File: src/design/handle_table_allocator_macros.svh
// Assertion macros used by the handle table allocator engine
`ifndef HANDLE_TABLE_ALLOCATOR_MACROS_SVH
`define HANDLE_TABLE_ALLOCATOR_MACROS_SVH

// Property checked on every clock edge outside reset
`define HTA_ASSERT(label, clk, rst, prop, msg) \
   label: assert property (@(posedge clk) disable iff (rst) (prop)) else $error(msg);

// Property checked on every clock edge, reset included
`define HTA_ASSERT_ALWAYS(label, clk, prop, msg) \
   label: assert property (@(posedge clk) (prop)) else $error(msg);

`endif

File: src/design/hta_pkg.sv
// Shared types and constants for the handle table allocator
package hta_pkg;

   // Fixed field widths
   localparam int OPCODE_W    = 2;
   localparam int HANDLE_W    = 12;
   localparam int OBJECT_W    = 32;
   localparam int COUNT_W     = 10;
   localparam int CHUNK_W     = 5;
   // Index bits carried by a handle (two application bits below)
   localparam int IDX_SPACE_W = HANDLE_W - 2;
   localparam int HANDLE_SPACE = 1 << IDX_SPACE_W;

   // Defaults
   localparam int MAX_HANDLES_DEF   = 1024;
   localparam int CHUNK_HANDLES_DEF = 64;
   localparam int CHUNK_LIMIT_RESET = 16;

   typedef enum logic [OPCODE_W-1:0] {
      OP_CREATE  = 2'd0,
      OP_LOOKUP  = 2'd1,
      OP_DESTROY = 2'd2,
      OP_NOP     = 2'd3
   } op_type;

   typedef enum logic {
      ST_IDLE = 1'b0,
      ST_EXEC = 1'b1
   } state_type;

   // Entry RAM access from the engine
   typedef struct packed {
      logic                   rd_en;
      logic [IDX_SPACE_W-1:0] rd_addr;
      logic                   wr_en;
      logic [IDX_SPACE_W-1:0] wr_addr;
      logic [OBJECT_W-1:0]    wr_data;
   } mem_req_type;

endpackage

File: src/design/hta_engine.sv
// Operation sequencer: entry read, free-list and fresh-index update, write-back
`include "handle_table_allocator_macros.svh"

module hta_engine
   import hta_pkg::*;
#(
   parameter int DEPTH = 1024,
   localparam int IDX_W = $clog2(DEPTH),
   localparam int CNT_W = $clog2(DEPTH + 1)
) (
   input  logic                   clock,
   input  logic                   reset,
   input  logic                   start,
   output logic                   busy,
   input  logic [OPCODE_W-1:0]    req_opcode,
   input  logic [HANDLE_W-1:0]    req_handle_in,
   input  logic [OBJECT_W-1:0]    req_object_value,
   input  logic [CNT_W-1:0]       fresh_bound,
   output mem_req_type            mem_req,
   input  logic [OBJECT_W-1:0]    mem_rd_data,
   output logic                   rsp_strobe,
   output logic [HANDLE_W-1:0]    rsp_handle_out,
   output logic [OBJECT_W-1:0]    rsp_object_out,
   output logic [COUNT_W-1:0]     rsp_live_count
);

   localparam int CMP_W = IDX_SPACE_W + 1;
   // Free link layout: bit 0 set, next index above it, empty flag on top
   localparam int LINK_EMPTY_BIT = IDX_W + 2;

   state_type state_ff, state_in;

   op_type                 op_ff;
   logic [IDX_SPACE_W-1:0] idx_ff;
   logic [OBJECT_W-1:0]    obj_ff;

   logic [IDX_W-1:0] free_head_ff, free_head_in;
   logic             free_empty_ff, free_empty_in;
   logic [CNT_W-1:0] next_fresh_ff, next_fresh_in;
   logic [CNT_W-1:0] in_use_ff, in_use_in;

   logic                rsp_strobe_ff, rsp_strobe_in;
   logic [HANDLE_W-1:0] rsp_handle_ff, rsp_handle_in;
   logic [OBJECT_W-1:0] rsp_object_ff, rsp_object_in;

   logic                   accept;
   logic                   obj_ok;
   logic                   fresh_ok;
   logic                   idx_live;
   logic                   got_ok;
   logic [IDX_W-1:0]       got_idx;
   logic [IDX_W-1:0]       link_next;
   logic                   link_empty;
   logic                   wr_en_c;
   logic [IDX_SPACE_W-1:0] wr_addr_c;
   logic [OBJECT_W-1:0]    wr_data_c;

   assign accept = start && (state_ff == ST_IDLE);

   // Decoded view of the entry just read
   assign link_next  = mem_rd_data[IDX_W+1:2];
   assign link_empty = mem_rd_data[LINK_EMPTY_BIT];
   assign obj_ok     = !obj_ff[0] && (|obj_ff[OBJECT_W-1:1]);
   assign fresh_ok   = next_fresh_ff < fresh_bound;
   assign idx_live   = (idx_ff != '0) && (CMP_W'(idx_ff) < CMP_W'(next_fresh_ff))
                       && !mem_rd_data[0];

   // Next state
   always_comb begin
      state_in = state_ff;
      unique case (state_ff)
         ST_IDLE: begin
            if (accept) begin
               state_in = ST_EXEC;
            end
         end
         ST_EXEC: state_in = ST_IDLE;
         default: state_in = ST_IDLE;
      endcase
   end

   // FSM outputs and RAM request
   always_comb begin
      busy            = (state_ff == ST_EXEC);
      mem_req.rd_en   = accept;
      mem_req.rd_addr = (op_type'(req_opcode) == OP_CREATE) ?
                        IDX_SPACE_W'(free_head_ff) : req_handle_in[HANDLE_W-1:2];
      mem_req.wr_en   = wr_en_c;
      mem_req.wr_addr = wr_addr_c;
      mem_req.wr_data = wr_data_c;
   end

   // Execute: allocation, lookup and free-list push
   always_comb begin
      free_head_in  = free_head_ff;
      free_empty_in = free_empty_ff;
      next_fresh_in = next_fresh_ff;
      in_use_in     = in_use_ff;
      rsp_strobe_in = (state_ff == ST_EXEC);
      rsp_handle_in = '0;
      rsp_object_in = '0;
      got_ok        = 1'b0;
      got_idx       = free_head_ff;
      wr_en_c       = 1'b0;
      wr_addr_c     = idx_ff;
      wr_data_c     = obj_ff;
      if (state_ff == ST_EXEC) begin
         case (op_ff)
            OP_CREATE: begin
               if (obj_ok) begin
                  if (!free_empty_ff) begin
                     // pop the most recently freed handle
                     got_ok        = 1'b1;
                     got_idx       = free_head_ff;
                     free_head_in  = link_next;
                     free_empty_in = link_empty;
                  end else if (fresh_ok) begin
                     got_ok        = 1'b1;
                     got_idx       = next_fresh_ff[IDX_W-1:0];
                     next_fresh_in = next_fresh_ff + 1'b1;
                  end
               end
               if (got_ok) begin
                  wr_en_c       = 1'b1;
                  wr_addr_c     = IDX_SPACE_W'(got_idx);
                  wr_data_c     = obj_ff;
                  in_use_in     = in_use_ff + 1'b1;
                  rsp_handle_in = HANDLE_W'({got_idx, 2'b00});
               end
            end
            OP_LOOKUP: begin
               if (idx_live) begin
                  rsp_object_in = mem_rd_data;
               end
            end
            OP_DESTROY: begin
               if (idx_live) begin
                  // entry becomes a link to the old head
                  rsp_object_in = mem_rd_data;
                  wr_en_c       = 1'b1;
                  wr_addr_c     = idx_ff;
                  wr_data_c     = OBJECT_W'({free_empty_ff, free_head_ff, 2'b01});
                  free_head_in  = idx_ff[IDX_W-1:0];
                  free_empty_in = 1'b0;
                  if (in_use_ff != '0) begin
                     in_use_in = in_use_ff - 1'b1;
                  end
               end
            end
            default: ;
         endcase
      end
   end

   // Control registers
   always_ff @(posedge clock) begin
      if (reset) begin
         state_ff      <= ST_IDLE;
         free_head_ff  <= '0;
         free_empty_ff <= 1'b1;
         next_fresh_ff <= CNT_W'(1);
         in_use_ff     <= '0;
         rsp_strobe_ff <= 1'b0;
      end else begin
         state_ff      <= state_in;
         free_head_ff  <= free_head_in;
         free_empty_ff <= free_empty_in;
         next_fresh_ff <= next_fresh_in;
         in_use_ff     <= in_use_in;
         rsp_strobe_ff <= rsp_strobe_in;
      end
   end

   // Captured request and result payload
   always_ff @(posedge clock) begin
      if (accept) begin
         op_ff  <= op_type'(req_opcode);
         idx_ff <= req_handle_in[HANDLE_W-1:2];
         obj_ff <= req_object_value;
      end
      if (state_ff == ST_EXEC) begin
         rsp_handle_ff <= rsp_handle_in;
         rsp_object_ff <= rsp_object_in;
      end
   end

   assign rsp_strobe     = rsp_strobe_ff;
   assign rsp_handle_out = rsp_handle_ff;
   assign rsp_object_out = rsp_object_ff;
   assign rsp_live_count = COUNT_W'(in_use_ff);

   // Checks
   `HTA_ASSERT(a_strobe_after_exec, clock, reset, rsp_strobe_ff |-> $past(state_ff == ST_EXEC), "result strobe without an execute cycle")
   `HTA_ASSERT(a_count_below_fresh, clock, reset, in_use_ff < next_fresh_ff, "live count reached the fresh index")
   `HTA_ASSERT(a_issue_counts, clock, reset, (rsp_strobe_ff && (rsp_handle_ff != '0)) |-> (in_use_ff == CNT_W'($past(in_use_ff) + 1'b1)), "issued handle not counted")
   `HTA_ASSERT(a_destroy_pushes, clock, reset, (rsp_strobe_ff && (rsp_object_ff != '0) && $past(op_ff == OP_DESTROY)) |-> !free_empty_ff, "destroyed handle missing from free list")

endmodule

File: config.mk
export PLATFORM = sky130hd
export DESIGN_NAME = hta_engine
export DESIGN_NICKNAME = d
export VERILOG_FILES = /design/src/design/hta_pkg.sv /design/src/design/hta_engine.sv
export VERILOG_INCLUDE_DIRS = /design/src /design/src/design
export SDC_FILE = /design/constraint.sdc
export NUM_CORES = 1
export LEC_CHECK = 0
export BUFFER_PORTS_ARGS = -buffer_cell sky130_fd_sc_hd__clkbuf_2
export CORE_ASPECT_RATIO = 1.5
export CORE_UTILIZATION = 55
export DETAILED_ROUTE_END_ITERATION = 7
export HOLD_SLACK_MARGIN = 0.1
export PLACE_DENSITY_LB_ADDON = 0.12
export SLEW_MARGIN = 5
export SYNTH_ARGS = -nofsm -noshare
export SYNTH_HDL_FRONTEND = slang
export SYNTH_SLANG_ARGS = --single-unit
File: constraint.sdc
create_clock -name clock -period 12.67 [get_ports clock]
set_clock_uncertainty 0.2 [all_clocks]
set_input_delay 1.9005 -clock clock [delete_from_list [all_inputs] [get_ports clock]]
set_output_delay 1.9005 -clock clock [all_outputs]
set_load 0.02 [all_outputs]
==> impl_table.tex <==
\begin{tabular}{lr}
\hline
Metric & Value \\
\hline
\multicolumn{2}{l}{\textbf{Run status}} \\
\quad Outcome & completed \\
\multicolumn{2}{l}{\textbf{GRT}} \\
\quad Initial antenna violation count & 0 \\
\quad Global-route wire length before repair & 23,200 µm \\
\quad Sum of overflow across all layers after global routing & 0 \\
\quad Number of global-route vias before repair & 4,836 \\
\quad Pin count of the biggest net entering global routing & 47 \\
\quad Global Route Usage Sum & 26.4\% \\
\multicolumn{2}{l}{\textbf{Route}} \\
\quad Number of vias after detailed routing & 4,816 \\
\quad Final WL & 14,600 µm \\
\quad Mean number of vias per cell & 5.43 \\
\quad Mean routed wirelength per cell & 16.5 µm \\
\quad Pre-Repair DR Iteration Count & 4 \\
\quad Number of design rule violations left after detail routing & 0 \\
\quad ANT nets after route & 0 \\
\quad Initial drt markers & 277 \\
\multicolumn{2}{l}{\textbf{Clocking}} \\
\quad Total clock buffers created by CTS & 17 \\
\quad Hold bufs inserted after CTS & 0 \\
\quad Clock net sink count & 121 \\
\quad Number of buffers between clock root and the deepest sink & 2 \\
\quad Clock tree from TritonCTS & done \\
\quad Cell at the root of the clock tree & clkbuf\_16 \\
\quad Maximum level of the CTS H-tree & 4 \\
\quad Buffers inserted during post-CTS setup optimization & 0 \\
\quad Clock-pin slew on the worst setup and hold paths & 50 ps \\
\quad Clock network latency to the later pin of the worst-skew pair & 410 ps \\
\quad Number of gates resized after CTS & 0 \\
\multicolumn{2}{l}{\textbf{Timing}} \\
\quad Final-report max-slew violation count & 0 \\
\quad Unrepaired setup endpoints after global routing & false \\
\quad Max\_slew headroom & 23.5\% \\
\quad Slew of the pin with the lowest slew margin & 1150 ps \\
\quad Endpoints failing hold & 0 \\
\quad Fmax & 161 MHz \\
\quad Shortest period the worst path allows & 6220 ps \\
\quad Final Cycle Share & 49.1\% \\
\quad Total negative slack & 0 ps \\
\quad Worst setup slack after layout & 6450 ps \\
\quad Final setup violation count & 0 \\
\quad Post-Route Hold Slack & 314 ps \\
\multicolumn{2}{l}{\textbf{Yosys}} \\
\quad Synth async-reset ratio & 0\% \\
\quad Mean post-synth cell area & 11.5 µm² \\
\quad Total standard cell area after synthesis & 0.00620 mm² \\
\quad Main combinational cell family by area after synthesis & simple AND/OR/NAND/NOR gates \\
\quad Post-Synth XOR/XNOR Area & 1.55\% \\
\quad Primary flip-flop cell chosen by synthesis mapping & edfxtp\_1 \\
\quad Share of synthesized cell area in and, or, nand and nor gates & 16.0\% \\
\quad Post-synth EDFFs & 86 \\
\quad Fraction of the mapped netlist area in compound gates & 8.44\% \\
\quad Count of mapped cells out of synthesis & 537 \\
\quad Flop and latch count out of synthesis & 121 \\
\quad Fraction of synthesized area in multiplexers & 9.57\% \\
\quad Share of synthesized area occupied by flip-flops and latches & 53.0\% \\
\quad Synth cell types & 48 \\
\quad Yosys warning count & 0 \\
\quad Share of synthesized cell area in full adder, half adder and majority cells & 6.58\% \\
\multicolumn{2}{l}{\textbf{Hold path}} \\
\quad End point of the most critical hold path & in\_use\_ff[9] \\
\quad Hold Path Class & register to register \\
\quad Hold path start & in\_use\_ff[9] \\
\quad Hold path depth & 2 \\
\multicolumn{2}{l}{\textbf{Power}} \\
\quad Total leakage power & 3.59 nW \\
\quad Sum of internal, switching and leakage power & 1.08 mW \\
\quad Power density normalized to cell area & 137 mW/mm² \\
\quad Worst-case vdd ir drop & 0.109 mV \\
\multicolumn{2}{l}{\textbf{Layout}} \\
\quad Layout cell share with drive strength beyond 1 & 35.3\% \\
\quad Fin nets & 851 \\
\quad Synth-to-Final Area Change & 27.3\% \\
\quad Area taken by flip-flops and latches & 0.00328 mm² \\
\quad Final-layout fill cell count & 862 \\
\quad Area of the multi-input gates & 0.00264 mm² \\
\quad Antenna cells & 0 \\
\multicolumn{2}{l}{\textbf{Critical path}} \\
\quad Count of cells along the worst register-to-register path & 10 \\
\quad Arrival time worst endpoint & 4120 ps \\
\quad Startpoint-to-endpoint class of the critical path & input port to output pin \\
\quad Launching element type of the critical path & input port \\
\quad R2R Path End & free\_head\_ff[0] \\
\quad Startpoint of the most critical register-to-register path & next\_fresh\_ff[2] \\
\quad Data required time of the worst path & 10,570 ps \\
\quad Critical-path maximum fanout & 10 \\
\quad Register-to-register setup slack & 9150 ps \\
\quad Type of element capturing the critical path & output pin \\
\multicolumn{2}{l}{\textbf{Floorplan}} \\
\quad Die footprint & 0.0117 mm² \\
\quad \# rows & 47 \\
\quad Number of top-level pins & 202 \\
\quad Core ar. & 0.0110 mm² \\
\quad Initial core utilization & 56.3\% \\
\quad Height of the die & 132 µm \\
\quad Die boundary width & 88.7 µm \\
\multicolumn{2}{l}{\textbf{Place}} \\
\quad Pre-CTS setup slack & 6450 ps \\
\quad Routability-driven placement congestion ratio & 0.826 \\
\quad HPWL after detailed placement & 10,900 µm \\
\quad \# port buffers & 197 \\
\multicolumn{2}{l}{\textbf{Job}} \\
\quad Total of max-cap violations & 0 \\
\hline
\end{tabular}
==> how the worst max path moves through the flow <==
| stage | slack (ps) | start | to |
|---|---|---|---|
| floorplan | 6260 | start | mem_req[53] |
| global placement | 6460 | fresh_bound[9] | mem_req[34] |
| detailed placement | 6450 | fresh_bound[9] | mem_req[35] |
| CTS | 6420 | fresh_bound[9] | mem_req[39] |
| global route | 6280 | fresh_bound[9] | mem_req[39] |
| finish | 6450 | fresh_bound[9] | mem_req[39] |
==> routing by layer <==
metal / vias up / part of all wire (%) / track usage, %
li1: 2331 / - / -
met3: 29 / 6.8 / 6.70
met1: 2256 / 36 / 28.1
met5: - / 0 / 0
met2: 200 / 53 / 46.5
met4: 0 / 4.0 / 14.0
==> flip-flops by register name, indices dropped and copies added, names as in the netlist, 2 cells and up <==
signal and flops:
obj_ff 32, rsp_object_out 32, in_use_ff 11, next_fresh_ff 11, free_head_ff 10, idx_ff 10
rsp_handle_out 10, op_ff 2
==> logic make-up after synthesis <==
group,count (synthesis)
compound gates,75
xor+xnor,11
fa+ha+maj,32
buf+inv,63
flops,121
mux,56
other cells,1
simple gates,178
==> layout by cell type (no fill, tap or decap), types with 9 or more instances in the layout <==
| cell | n |
|---|---|
| mux2i_1 | 30 |
| a211oi_1 | 11 |
| nor4_1 | 15 |
| clkbuf_2 | 197 |
| dfxtp_1 | 34 |
| nor2b_1 | 26 |
| mux2_2 | 10 |
| xnor2_1 | 9 |
| edfxtp_1 | 86 |
| and3_1 | 38 |
| ha_1 | 31 |
| inv_1 | 28 |
| mux2_1 | 16 |
| nand2_1 | 9 |
| nor2_1 | 57 |
| nor3_1 | 9 |
| clkbuf_16 | 17 |
| a21oi_1 | 28 |
==> layout make-up <==
| cell class | instances | share of cell area (%) |
|---|---|---|
| clock buffers | 20 | 5.79 |
| clock inverters | 12 | 2.38 |
| inverters | 29 | 1.38 |
| multi-input cells | 355 | 33.4 |
| flip-flops and latches | 121 | 41.6 |
| well taps | 147 | 2.33 |
| repair buffers | 203 | 13.1 |
==> stage by stage <==
| step | instances | util [%] | area, µm² |
|---|---|---|---|
| 2_1_floorplan | 539 | - | 6200 |
| 3_3_place_gp | 855 | 65.9 | 7250 |
| 3_5_place_dp | 855 | 65.9 | 7250 |
| 4_1_cts | 887 | 71.7 | 7890 |
| 5_1_grt | 887 | 71.7 | 7890 |
| 6_report | 887 | 71.7 | 7890 |
==> where the power goes <==
| group | internal, mW | switching, mW |
|---|---|---|
| sequential | 0.441 | 0.00946 |
| clock | 0.342 | 0.178 |
| combinational | 0.0424 | 0.0684 |
| total | 0.826 | 0.256 |
==> worst max-delay path, cell delays in order <==
cell       delay, ps
clkbuf_2          70
inv_1             30
ha_1             320
a2111oi_2        310
o221ai_1         260
a2bb2oi_4        240
nor2_4           390
mux2i_1          300
a21oi_1          120
clkbuf_2         170
==> Yosys cell counts (3+ instances only) <==
master	n	area (µm²)
buf_2	5	25.0
nor2b_1	27	169
o21ai_0	3	15.0
mux2_2	10	113
nand2_1	9	33.8
ha_1	31	388
or2_2	3	18.8
and4_1	3	26.3
a21o_1	4	30.0
a31oi_1	6	37.5
nor4_4	3	63.8
xnor2_1	9	78.8
o21ba_1	3	30.0
buf_4	15	113
mux2i_1	30	300
a21oi_1	29	145
dfxtp_1	35	701
nand2b_1	4	25.0
edfxtp_1	86	2580
nand3_1	4	20.0
mux2_1	16	180
nor2_1	57	214
nor4_1	15	93.8
inv_1	28	105
o21a_1	3	22.5
nor3_1	9	45.0
and3_1	38	238
a211oi_1	12	90.1
o21ai_1	5	25.0
clkbuf_1	14	52.6
Note: power is estimated with default switching activity, not from simulation.
